===== src/hdl/i2cm_pkg.sv =====
package i2cm_pkg;

   // command codes as they arrive on the request channel
   typedef enum logic [2:0] {
      CMD_IDLE      = 3'd0,
      CMD_START     = 3'd1,
      CMD_RESTART   = 3'd2,
      CMD_STOP      = 3'd3,
      CMD_WRITE     = 3'd4,
      CMD_READ_ACK  = 3'd5,
      CMD_READ_NACK = 3'd6
   } cmd_type;

   localparam int REQ_TDATA_W = 16;
   localparam int REQ_TUSER_W = 3;
   localparam int RSP_TDATA_W = 16;

   localparam logic [5:0] BYTE_PHASES = 6'd32;
   localparam logic [5:0] LONG_LAST   = 6'd35;
   localparam logic [5:0] SHORT_LAST  = 6'd3;
   localparam logic [5:0] STOP_LAST   = 6'd2;
   localparam logic [2:0] BIT_TOP     = 3'd7;

   // quarter positions inside one bit time
   localparam logic [1:0] Q_DRIVE  = 2'd0;
   localparam logic [1:0] Q_RISE   = 2'd1;
   localparam logic [1:0] Q_SAMPLE = 2'd2;

   // one classified tick waiting for the engine
   typedef struct packed {
      cmd_type    cmd;
      logic [7:0] tx_byte;
      logic       sda_in;
   } tick_type;

   // handshake between front and back
   typedef struct packed {
      logic     valid;
      tick_type item;
   } head_type;

endpackage


===== src/hdl/i2cm_front.sv =====
module i2cm_front (
   input  logic                                clock,
   input  logic                                reset,
   input  logic                                req_tvalid,
   output logic                                req_tready,
   input  logic [i2cm_pkg::REQ_TDATA_W-1:0]    req_tdata,
   input  logic [i2cm_pkg::REQ_TUSER_W-1:0]    req_tuser,
   output i2cm_pkg::head_type                  head,
   input  logic                                pop
);
   import i2cm_pkg::*;

   tick_type   entry_ff [2];
   logic       wr_ptr_ff, wr_ptr_in;
   logic       rd_ptr_ff, rd_ptr_in;
   logic [1:0] count_ff, count_in;
   tick_type   tick;
   logic       push;
   logic       do_pop;

   // code 7 behaves as a plain tick
   always_comb begin
      tick.tx_byte = req_tdata[7:0];
      tick.sda_in  = req_tdata[8];
      unique case (req_tuser)
         3'd1:    tick.cmd = CMD_START;
         3'd2:    tick.cmd = CMD_RESTART;
         3'd3:    tick.cmd = CMD_STOP;
         3'd4:    tick.cmd = CMD_WRITE;
         3'd5:    tick.cmd = CMD_READ_ACK;
         3'd6:    tick.cmd = CMD_READ_NACK;
         default: tick.cmd = CMD_IDLE;
      endcase
   end

   assign req_tready = (count_ff != 2'd2);
   assign push       = req_tvalid && req_tready;
   assign head.valid = (count_ff != 2'd0);
   assign head.item  = entry_ff[rd_ptr_ff];
   assign do_pop     = pop && head.valid;

   always_comb begin
      wr_ptr_in = push   ? ~wr_ptr_ff : wr_ptr_ff;
      rd_ptr_in = do_pop ? ~rd_ptr_ff : rd_ptr_ff;
      count_in  = count_ff + {1'b0, push} - {1'b0, do_pop};
   end

   always_ff @(posedge clock) begin
      if (reset) begin
         wr_ptr_ff <= 1'b0;
         rd_ptr_ff <= 1'b0;
         count_ff  <= 2'd0;
      end else begin
         wr_ptr_ff <= wr_ptr_in;
         rd_ptr_ff <= rd_ptr_in;
         count_ff  <= count_in;
      end
   end

   always_ff @(posedge clock) begin
      if (push) begin
         entry_ff[wr_ptr_ff] <= tick;
      end
   end

endmodule


===== src/hdl/i2cm_back.sv =====
module i2cm_back (
   input  logic                              clock,
   input  logic                              reset,
   input  logic                              auto_stop,
   input  i2cm_pkg::head_type                head,
   output logic                              pop,
   output logic                              rsp_tvalid,
   input  logic                              rsp_tready,
   output logic [i2cm_pkg::RSP_TDATA_W-1:0]  rsp_tdata
);
   import i2cm_pkg::*;

   cmd_type    state_ff, state_in;
   logic [5:0] phase_ff, phase_in;
   logic [7:0] shift_ff, shift_in;
   logic       scl_ff, scl_in;
   logic       sda_ff, sda_in;
   logic       ack_ff, ack_in;
   logic [7:0] rx_ff, rx_in;
   logic       rsp_valid_ff, rsp_valid_in;
   logic [RSP_TDATA_W-1:0] rsp_data_ff, rsp_data_in;

   cmd_type    cmd;
   logic [5:0] ph;
   logic [1:0] q;
   logic       rej;
   logic       done;
   logic       last;
   tick_type   t;

   assign t   = head.item;
   assign pop = head.valid && (!rsp_valid_ff || rsp_tready);

   always_comb begin
      state_in = state_ff;
      phase_in = phase_ff;
      shift_in = shift_ff;
      scl_in   = scl_ff;
      sda_in   = sda_ff;
      ack_in   = ack_ff;
      rx_in    = rx_ff;
      cmd      = state_ff;
      ph       = phase_ff;
      rej      = 1'b0;
      done     = 1'b0;
      last     = 1'b0;

      // a command is taken only when idle, else flagged
      if (state_ff == CMD_IDLE) begin
         if (t.cmd != CMD_IDLE) begin
            cmd = t.cmd;
            ph  = 6'd0;
            if (t.cmd == CMD_WRITE) begin
               shift_in = t.tx_byte;
            end else if (t.cmd == CMD_READ_ACK || t.cmd == CMD_READ_NACK) begin
               shift_in = 8'd0;
            end
         end
      end else if (t.cmd != CMD_IDLE) begin
         rej = 1'b1;
      end

      q = ph[1:0];
      unique case (cmd)
         CMD_IDLE: begin
         end
         CMD_START: begin
            last = (ph == SHORT_LAST);
            if (ph == 6'd0) scl_in = 1'b1;
            else if (ph == 6'd1) sda_in = 1'b1;
            else if (ph == 6'd2) sda_in = 1'b0;
            else scl_in = 1'b0;
         end
         CMD_RESTART: begin
            last = (ph == SHORT_LAST);
            if (ph == 6'd0) sda_in = 1'b1;
            else if (ph == 6'd1) scl_in = 1'b1;
            else if (ph == 6'd2) sda_in = 1'b0;
            else scl_in = 1'b0;
         end
         CMD_STOP: begin
            last = (ph == STOP_LAST);
            if (ph == 6'd0) begin
               scl_in = 1'b0;
               sda_in = 1'b0;
            end else if (ph == 6'd1) scl_in = 1'b1;
            else sda_in = 1'b1;
         end
         CMD_WRITE: begin
            last = (ph == LONG_LAST);
            if (ph < BYTE_PHASES) begin
               // msb first: bit index counts down with the bit slot
               if (q == Q_DRIVE) sda_in = shift_in[BIT_TOP - ph[4:2]];
               else if (q == Q_RISE) scl_in = 1'b1;
               else if (q != Q_SAMPLE) scl_in = 1'b0;
            end else begin
               if (q == Q_DRIVE) sda_in = 1'b1;
               else if (q == Q_RISE) scl_in = 1'b1;
               else if (q == Q_SAMPLE) ack_in = ~t.sda_in;
               else scl_in = 1'b0;
            end
         end
         CMD_READ_ACK, CMD_READ_NACK: begin
            last = (ph == LONG_LAST);
            if (ph < BYTE_PHASES) begin
               if (q == Q_DRIVE) sda_in = 1'b1;
               else if (q == Q_RISE) scl_in = 1'b1;
               else if (q == Q_SAMPLE) shift_in = {shift_in[6:0], t.sda_in};
               else scl_in = 1'b0;
            end else begin
               if (q == Q_DRIVE) sda_in = (cmd == CMD_READ_NACK);
               else if (q == Q_RISE) scl_in = 1'b1;
               else if (q != Q_SAMPLE) scl_in = 1'b0;
            end
         end
         default: begin
         end
      endcase

      if (cmd != CMD_IDLE) begin
         if (last) begin
            phase_in = 6'd0;
            if (cmd == CMD_WRITE && !ack_in && auto_stop) begin
               // nack: append a stop before reporting completion
               state_in = CMD_STOP;
            end else begin
               if (cmd == CMD_READ_ACK || cmd == CMD_READ_NACK) rx_in = shift_in;
               state_in = CMD_IDLE;
               done     = 1'b1;
            end
         end else begin
            state_in = cmd;
            phase_in = ph + 6'd1;
         end
      end

      rsp_data_in = {2'b00, rej, rx_in, ack_in, done, (state_in != CMD_IDLE), sda_in, scl_in};
      rsp_valid_in = pop ? 1'b1 : (rsp_valid_ff && !rsp_tready);
   end

   always_ff @(posedge clock) begin
      if (reset) begin
         state_ff     <= CMD_IDLE;
         phase_ff     <= 6'd0;
         shift_ff     <= 8'd0;
         scl_ff       <= 1'b1;
         sda_ff       <= 1'b1;
         ack_ff       <= 1'b0;
         rx_ff        <= 8'd0;
         rsp_valid_ff <= 1'b0;
      end else begin
         rsp_valid_ff <= rsp_valid_in;
         if (pop) begin
            state_ff <= state_in;
            phase_ff <= phase_in;
            shift_ff <= shift_in;
            scl_ff   <= scl_in;
            sda_ff   <= sda_in;
            ack_ff   <= ack_in;
            rx_ff    <= rx_in;
         end
      end
   end

   always_ff @(posedge clock) begin
      if (pop) begin
         rsp_data_ff <= rsp_data_in;
      end
   end

   assign rsp_tvalid = rsp_valid_ff;
   assign rsp_tdata  = rsp_data_ff;

endmodule


===== src/hdl/i2c_master_bit_engine_core.sv =====
// channel   | direction | payload, lowest bit first
// req_      | in        | tuser: req_type[2:0]; tdata: tx_byte[7:0], sda_in[8]
// rsp_      | out       | tdata: scl_level, sda_level, busy_res, done_res, ack_ok,
//           |           |        rx_byte[12:5], rejected[13]
// csr_      | in        | data: auto_stop_on_nack
//
// one request tick per clock, one response per request; the engine steps once per
// accepted tick, so the rate is set by the response handshake alone
// a request passes through the queue entry and the response register before its response can transfer
// a two-entry queue between decode and engine absorbs response stalls;
// req_tready drops only when that queue is full
// synchronous reset releases both pins and clears the queue and the output valid
module i2c_master_bit_engine_core (
   input  logic                                clock,
   input  logic                                reset,
   input  logic                                req_tvalid,
   output logic                                req_tready,
   input  logic [i2cm_pkg::REQ_TDATA_W-1:0]    req_tdata,   // tx_byte, sda_in
   input  logic [i2cm_pkg::REQ_TUSER_W-1:0]    req_tuser,   // req_type
   output logic                                rsp_tvalid,
   input  logic                                rsp_tready,
   output logic [i2cm_pkg::RSP_TDATA_W-1:0]    rsp_tdata,   // scl, sda, busy, done, ack, rx, rej
   input  logic                                csr_valid,
   output logic                                csr_ready,
   input  logic                                csr_data
);
   import i2cm_pkg::*;

   head_type head;
   logic     pop;
   logic     auto_stop_ff;

   assign csr_ready = 1'b1;

   always_ff @(posedge clock) begin
      if (reset) begin
         auto_stop_ff <= 1'b1;
      end else if (csr_valid) begin
         auto_stop_ff <= csr_data;
      end
   end

   i2cm_front u_front (
      .clock      (clock),
      .reset      (reset),
      .req_tvalid (req_tvalid),
      .req_tready (req_tready),
      .req_tdata  (req_tdata),
      .req_tuser  (req_tuser),
      .head       (head),
      .pop        (pop)
   );

   i2cm_back u_back (
      .clock      (clock),
      .reset      (reset),
      .auto_stop  (auto_stop_ff),
      .head       (head),
      .pop        (pop),
      .rsp_tvalid (rsp_tvalid),
      .rsp_tready (rsp_tready),
      .rsp_tdata  (rsp_tdata)
   );

endmodule


===== config.mk =====
export PLATFORM = sky130hd
export DESIGN_NAME = i2c_master_bit_engine_core
export DESIGN_NICKNAME = d
export VERILOG_FILES = /design/src/hdl/i2cm_pkg.sv /design/src/hdl/i2cm_front.sv /design/src/hdl/i2cm_back.sv /design/src/hdl/i2c_master_bit_engine_core.sv
export SDC_FILE = /design/constraint.sdc
export NUM_CORES = 1
export LEC_CHECK = 0
export BUFFER_PORTS_ARGS = -buffer_cell sky130_fd_sc_hd__clkbuf_2
export CAP_MARGIN = 5
export CORE_ASPECT_RATIO = 1.1
export CORE_MARGIN = 2
export CORE_UTILIZATION = 58
export CTS_BUF_LIST = sky130_fd_sc_hd__clkbuf_8 sky130_fd_sc_hd__clkbuf_16
export CTS_CLUSTER_SIZE = 16
export DETAILED_ROUTE_END_ITERATION = 12
export PLACE_DENSITY_LB_ADDON = 0.08
export SKIP_CTS_REPAIR_TIMING = 1
export SLEW_MARGIN = 20
export SYNTH_ARGS = -nofsm -noshare
export SYNTH_HDL_FRONTEND = slang
export SYNTH_SLANG_ARGS = --single-unit

===== constraint.sdc =====
create_clock -name clock -period 4.6 [get_ports clock]
set_input_delay 0.23 -clock clock [delete_from_list [all_inputs] [get_ports clock]]
set_output_delay 0.23 -clock clock [all_outputs]
set_load 0.02 [all_outputs]

# Word-level counts from Yosys, hierarchy flattened
# Memory sizes are Yosys's and may differ from the RTL's. A register that Yosys moved wholly into a read port is not among the register bits.
# Cells that the tools add are included.
# classes
n_addsub,4
mul,0
n_div,0
n_lt_le_gt_ge,2
n_eq_ne,23
n_shift,0
n_mux,66
bitwise,3
reduce_logical,24
# ops
cell,count
8-bit two-way mux,13
1-bit two-way mux,40
"3-bit equality test, second input constant",9
6-bit two-way mux,3
3-bit one-hot mux with 6 select lines,1
"3-bit by 2-bit equality test with 1-bit output, second input constant",4
"6-bit by 2-bit equality test with 1-bit output, second input constant",2
3-bit two-way mux,4
1-bit one-hot mux with 5 select lines,2
3-bit nonzero test,3
"6-bit by 1-bit adder with 6-bit output, second input constant",1
"3-bit by 1-bit equality test with 1-bit output, second input constant",2
"6-bit by 1-bit equality test with 1-bit output, second input constant",1
"6-bit equality test, second input constant",1
1-bit logical AND,6
6-bit zero test,1
"6-bit less-than comparator, second input constant",1
"3-bit by 4-bit less-than comparator with 1-bit output, second input constant",1
"2-bit inequality test, second input constant",2
2-bit AND reduction,2
2-bit OR reduction,2
1-bit binary-select mux with 3-bit select,1
1-bit zero test,3
3-bit zero test,1
12 further kinds,16
# totals
ff_bits,48
latch_bits,0
ram_bits,24
rom_bits,0
input_bits,25
out_inout_bits,19
wordCells,138
memories,1
# memory_table
name,words,width,read_ports,rd_ports_with_merged_regs,write_ports,line,source
u_front.entry_ff,2,12,1,1,1,i2cm_front.sv:13,tick_type entry_ff [2];

# Logic depth before layout (Yosys ltp)
# Gate-level depths: netlist (run 1).
# depth
ltp_word,16
mapped_depth,14
ltp_nobuf,12

# By module
# A second synthesis (run 1) with hierarchy kept.
# unflattened
hier_cells,374
area_unflattened_um2,3902.5
# by_module_without_submodules
mod,instances,cells_per_inst,area_each_um2,seq_area_each_um2
i2cm_back,1,300,2715.1,1001.0
i2cm_front,1,69,1141.1,820.8
i2c_master_bit_engine_core,1,5,46.3,20.0

# Worst setup path before layout (run 1)
# No wires, ideal clock.
# synth_timing
path_type,reg2reg
startpoint,register u_back.state_ff[1]
endpoint,register u_back.rsp_data_ff[9] (netlist: u_back.rsp_tdata[9]) (data pin)
setup_time_ps,260
t_arrival_ps,3215
required_ps,4340
path_slack_ps,1125
path_stages_with_launch,13
path_buffers,2
synth_period_minus_slack_ps,3475
path_cell_list,dfxtp_1 buf_2 or3_4 or3_1 buf_2 nand2_1 inv_1 ha_1 nor3b_1 o21ai_1 nor3_4 mux2_2 mux2_2
# synth_via
elab_chain_len,14
word_cells_on_any_way,41
cone_classes,order compare: 1; eq/ne: 11; mux: 19; reduce/logical: 10
# synth_rtl
item,line,source
"start, declared",i2cm_back.sv:13,"cmd_type state_ff, state_in;"
"start signal, assigned",i2cm_back.sv:154,state_ff <= state_in;
3-bit zero test,i2cm_back.sv:49,if (state_ff == CMD_IDLE) begin
6-bit two-way mux,i2cm_back.sv:49,
2-bit equality test,"i2cm_back.sv:99, i2cm_back.sv:108",
1-bit two-way mux,i2cm_back.sv:99,else if (q == Q_SAMPLE) ack_in = ~t.sda_in;
1-bit two-way mux,i2cm_back.sv:98,else if (q == Q_RISE) scl_in = 1'b1;
1-bit two-way mux,i2cm_back.sv:97,if (q == Q_DRIVE) sda_in = 1'b1;
1-bit two-way mux,i2cm_back.sv:91,if (ph < BYTE_PHASES) begin
1-bit two-way mux,i2cm_back.sv:64,unique case (cmd)
1-bit zero test,i2cm_back.sv:123,if (cmd == CMD_WRITE && !ack_in && auto_stop) begin
1-bit logical AND (2 in series),i2cm_back.sv:123,
8-bit two-way mux,i2cm_back.sv:123,
8-bit two-way mux,i2cm_back.sv:121,if (last) begin
8-bit two-way mux *,i2cm_back.sv:120,if (cmd != CMD_IDLE) begin
named net u_back.rsp_data_in[9],i2cm_back.sv:21,"logic [RSP_TDATA_W-1:0] rsp_data_ff, rsp_data_in;"
"end signal, assigned",i2cm_back.sv:167,rsp_data_ff <= rsp_data_in;
"end, declared",i2cm_back.sv:21,
# Mark *: on every way through the listed nets, which the timed path passes. The rest lies on a longest branch.
# A chain may end at the register's enable or synchronous reset.

==> results of run 1 <==
power by group:
group,internal [mW],switching (mW)
Sequential,0.859,0.104
Clock,0.306,0.251
Combinational,0.450,0.840
area by class of cell:
type	count	area, sq um	area share
multi-input cells	268	1890	0.438
flip-flops and latches	73	1840	0.426
repair buffers	37	195	0.0452
clock buffers	9	124	0.0287
well taps	82	103	0.0237
clock inverters	7	93.8	0.0217
inverters	19	71.3	0.0165
cell usage in the layout (no fill, tap or decap), types with 6 or more instances in the layout:
cell,n
nor3_1,11
nor2_1,32
o21ai_0,13
inv_1,20
a21oi_1,28
edfxtp_1,38
dfxtp_1,35
mux2_2,15
clkbuf_8,9
mux2i_1,27
nand3_1,6
ha_1,7
clkbuf_2,33
nand2_1,33
layer usage:
layer	vias to the layer above	track usage
met5	-	0
met2	70	0.384
met4	0	0.0792
met3	20	0.0522
li1	1455	-
met1	1400	0.318
registers in the layout (all words and copies together), names as in the netlist, named ones only:
| signal | cells |
|---|---|
| u_back.ack_ff | 1 |
| u_front.entry_ff | 24 |
| u_front.rd_ptr_ff | 1 |
| u_back.shift_ff | 8 |
| u_front.count_ff | 2 |
| u_back.rx_ff | 8 |
| u_back.phase_ff | 6 |
| u_back.rsp_tdata | 14 |
| u_back.state_ff | 3 |
| u_back.scl_ff | 1 |
| auto_stop_ff | 1 |
| u_back.sda_ff | 1 |
| u_front.wr_ptr_ff | 1 |
| u_back.rsp_tvalid | 1 |
worst max-delay path: cells and delay by family, from the launching register on:
kind	cells	cell delay (ps)
simple gates	6	2030
flops	1	630
compound gates	3	610
mux	1	400
fa+ha+maj	1	270
buf+inv	1	70
kinds of logic after synthesis:
logic type,count (synthesis)
xor gates and xnor gates,6
AOI/OAI and AO/OA,92
adders and majority gates,7
muxes,43
other,2
and+or+nand+nor,117
DFF,73
buffers and inverters,39
how the worst min path moves through the flow:
stage | end | slack (ps)
final | u_front.entry_ff[0][3]$_DFFE_PP_ | 70
after global routing | u_front.entry_ff[0][3]$_DFFE_PP_ | 50
after CTS | u_front.entry_ff[0][3]$_DFFE_PP_ | 60
after detailed placement | u_front.entry_ff[1][3]$_DFFE_PP_ | 430
after global placement | u_front.entry_ff[0][4]$_DFFE_PP_ | 420
after floorplan | u_front.entry_ff[0][0]$_DFFE_PP_ | 330
per-stage QoR:
stage / hold WS (ps) / util / area, sq um
after floorplan: 329 / - / 3900
after global placement: 418 / 0.625 / 4100
after detailed placement: 426 / 0.625 / 4100
after CTS: 59.7 / 0.658 / 4310
after global routing: 53.0 / 0.659 / 4320
final: 65.3 / 0.659 / 4320
==> impl_metrics.yaml, run 1 <==
setup_path:
  worstRegToRegCells: 12
  regToRegEndpoint: "u_back.state_ff[0]$_SDFFE_PP0P_"
  worstPathMaxFanout: 15
  start_kind: "flop"
  worstPathCellList: "nor4b_4 > or3_1 > and2_1 > inv_1 > ha_1 > nor3b_1 > o311ai_0 > nor4_1 > mux2i_1 > nand2_1 > a2bb2oi_1 > a221oi_1"
  critPathArrivalTime_ps: 4370
  cp_slowest_cell: "dfxtp_1"
  slowest_delay_ps: 630
  crit_type: "reg -> reg"
  reg2reg_slack_ps: 480
  cp-end-kind: "flop"
  required_ps: 4850
  crit_path_end: "u_back.state_ff[0]$_SDFFE_PP0P_"
place:
  place_congestion: 0.883
  dp_worst_setup_slack_ps: 400
  io_buffers: 33
  dp.cells: 479
  dp_hpwl_um: 5800
yosys:
  synth_common_cells: "38 x edfxtp_1, 35 x dfxtp_1, 33 x nand2_1"
  postSynthAreaPerCell_sq_um: 10.3
  synth_fa_ha_area_frac: 0.0225
  async_flop_share: 0
  synth_area_leaders: "edfxtp_1 29%, dfxtp_1 18%, mux2i_1 6.9%"
  synthSimpleGateAreaFrac: 0.159
  synth.most_common_cell: "edfxtp_1"
  yosysSeqAreaShare: 0.473
  yosysWarnings: 0
  synthFlopType: "edfxtp_1"
  syn-cell-area_sq_mm: 0.00389
  ys_types: 70
  synth_top_area_share: 0.293
  synth_mux_area_frac: 0.116
  syn_inst: 379
  synth_largest_area_cell: "edfxtp_1"
  synth-seq-cells: 73
  synth_top_family_by_area: "compound AO/OA/AOI/OAI gates"
  synth_xor_area_frac: 0.0135
  synth_edf_count: 38
  synth_compound_area_frac: 0.171
cells_and_area:
  fin_cells: 495
  area_delta_synth_final_pct: 11.0
  diodes: 0
  final_nets: 440
  final_layout_size_suffix_gt1_frac: 0.206
  num-fill-cells: 523
sta:
  maxSlewViolCount: 0
  worst_pin_slew_ps: 1030
  hold_viol_final: 0
  setup_ws_ps: 484
  setup_viol: 0
  slew_headroom: 0.313
  post-route-period-util: 0.895
  fin_tns_setup_ps: 0
  period_needed_ps: 4120
  clock_skew_ps: 11.0
  fmax_mhz: 243
  rsz0062_at_grt: "false"
floorplan:
  coreArea_sq_mm: 0.00656
  rows: 31
  die_w_um: 82.1
  io_pins: 44
  die_area_sq_mm: 0.00739
  start_util: 0.594
  chipHeight_um: 89.9
routing:
  met2_length_um: 4010
  drc: 0
  wl_per_cell_um: 16.4
  drt-pass1-iter-count: 4
  ant_nets: 0
  met3_length_um: 416
  viasPerCell: 5.95
  drt-total-wl_um: 8140
  routed.top_layer: "met4"
  initialDrtViolationCount: 192
  met1_length_um: 3520
  dr_total_vias: 2945
clocking:
  clkTransAtPathRegs_ps: 90
  cts_buffers: 9
  htreeDepth: 3
  clock-root-buffer: "clkbuf_8"
  cts_tree: "built"
  cts.sinks: 73
  clk_latency_ps: 350
  cts_buffer_depth: 2
power_and_ir_drop:
  max-vdd-ir-drop_mv: 0.397
  p_total_mw: 2.81
  power_density_mw_per_mm2: 650
  p_leak_nw: 1.68
worst_hold_path:
  hold_depth: 1
  min_from: "req_tdata[2]"
  worstHoldPathType: "in -> reg"
flow_run:
  cap_violations: 0
global_routing:
  gr-usage-all-layers: 0.239
  overflow: 0
  antenna_found_initial: 0
  grt_pass1_wl_um: 13700
  grt_max_degree: 35
  grt_pass1_vias: 2919
status:
  run_status: "finished clean"
(Power assumes the default switching activity.)
==> inputs of run 2 (changes only) <==
Settings changed: PLACE_DENSITY_LB_ADDON 0.08 to 0.3.
==> run 2 against run 1 <==
Net effect:
- sequential power decreased by 0.6%
- core utilization decreased by 0.11 points
- combinational power about the same
- critical path depth unchanged
- critical path type unchanged
- highest routed layer unchanged
==> impl_metrics.yaml, run 2 (synthesis gave the netlist of run 1 again) <==
routing:
  routed.top_layer: "met4"
  met3_length_um: 319
  drc: 0
  viasPerCell: 6.01
  wl_per_cell_um: 16.5
  drt-total-wl_um: 8190
  met2_length_um: 4310
  initialDrtViolationCount: 267
  dr_total_vias: 2977
  drt-pass1-iter-count: 4
  met1_length_um: 3360
  ant_nets: 0
sta:
  slew_headroom: 0.315
  post-route-period-util: 0.908
  hold_viol_final: 0
  setup_ws_ps: 424
  rsz0062_at_grt: "false"
  maxSlewViolCount: 0
  clock_skew_ps: 11.2
  setup_viol: 0
  worst_pin_slew_ps: 1020
  fmax_mhz: 239
  period_needed_ps: 4180
  fin_tns_setup_ps: 0
  fin_hold_ws_ps: 58.5
place:
  io_buffers: 33
  dp_worst_setup_slack_ps: 538
  dp_hpwl_um: 5810
  place_area_sq_mm: 0.00410
  place_congestion: 0.913
cells_and_area:
  fin_area_sq_mm: 0.00431
  top_register: "u_front.entry_ff"
  mostFrequentLayoutCells: "38 x edfxtp_1, 35 x dfxtp_1, 33 x nand2_1, 33 x clkbuf_2, 32 x nor2_1"
  final_nets: 440
  area_delta_synth_final_pct: 10.8
  final_common_cell: "edfxtp_1"
  largest_reg_flops: 24
  num-fill-cells: 527
  diodes: 0
  final_layout_size_suffix_gt1_frac: 0.206
setup_path:
  cp-end-kind: "flop"
  required_ps: 4860
  reg2reg_slack_ps: 420
  worstRegToRegCells: 12
  crit_type: "reg -> reg"
  start_kind: "flop"
  worstPathMaxFanout: 10
  critPathArrivalTime_ps: 4430
clocking:
  cts_tree: "built"
  htreeDepth: 3
  cts_buffer_depth: 2
  clk_latency_ps: 350
  cts_buffers: 9
  clkTransAtPathRegs_ps: 90
  cts.sinks: 73
  clock-root-buffer: "clkbuf_8"
power_and_ir_drop:
  p_leak_nw: 1.68
  p_total_mw: 2.81
  power_density_mw_per_mm2: 652
  max-vdd-ir-drop_mv: 0.435
global_routing:
  overflow: 0
  grt_pass1_vias: 2839
  grt_pass1_wl_um: 13500
  antenna_found_initial: 0
  grt_max_degree: 35
  gr-usage-all-layers: 0.238
worst_hold_path:
  worstHoldPathType: "in -> reg"
  hold_depth: 1
floorplan:
  rows: 31
  chipHeight_um: 89.9
  io_pins: 44
  die_w_um: 82.1
  coreArea_sq_mm: 0.00656
  die_area_sq_mm: 0.00739
  start_util: 0.594
flow_run:
  cap_violations: 0
status:
  run_status: "finished clean"
-- run 2: cell counts in the layout (fill, tap and decap cells not counted) --
Identical to the previous run, type by type.
-- run 2: cell type report --
| cell class | count | area [sq um] | share of cell area |
|---|---|---|---|
| repair buffers | 37 | 195 | 0.0452 |
| multi-input cells | 268 | 1880 | 0.437 |
| flip-flops and latches | 73 | 1840 | 0.427 |
| well taps | 82 | 103 | 0.0238 |
| clock buffers | 9 | 124 | 0.0287 |
| clock inverters | 7 | 95.1 | 0.0220 |
| inverters | 19 | 71.3 | 0.0165 |
-- run 2: worst max-delay path, cell delays in order (launching register included) --
cell and delay (ps):
dfxtp_1 510, nor4b_2 560, or3_1 440, and2_1 230, inv_1 70, ha_1 280, nor3b_1 400, o311ai_0 210
nor4_1 400, mux2i_1 430, nand2_1 120, a2bb2oi_1 160, a221oi_1 250
-- run 2: stage by stage --
stage,cells,utilization
after floorplan,380,-
after global placement,479,0.625
after detailed placement,479,0.625
after CTS,495,0.658
after global routing,495,0.658
final,495,0.658
-- run 2: worst paths after layout --
path | to | from
setup reg to reg | u_back.state_ff[0]$_SDFFE_PP0P_ | flop
hold reg to reg | u_back.shift_ff[3]$_SDFFE_PP0P_ | u_back.shift_ff[3]$_SDFFE_PP0P_
hold / removal | u_front.entry_ff[0][1]$_DFFE_PP_ | req_tdata[0]
setup / recovery | u_back.state_ff[0]$_SDFFE_PP0P_ | flop
-- run 2: where the power goes --
part | switching (mW) | total (mW) | internal, mW
clock | 0.251 | 0.557 | 0.307
sequential | 0.0974 | 0.957 | 0.859
combinational | 0.849 | 1.30 | 0.451
total | 1.20 | 2.81 | 1.62
-- run 2: layer usage --
metal	vias up	global-route usage
li1	1463	-
met3	16	0.0592
met4	0	0.0917
met5	-	0
met2	75	0.389
met1	1423	0.299
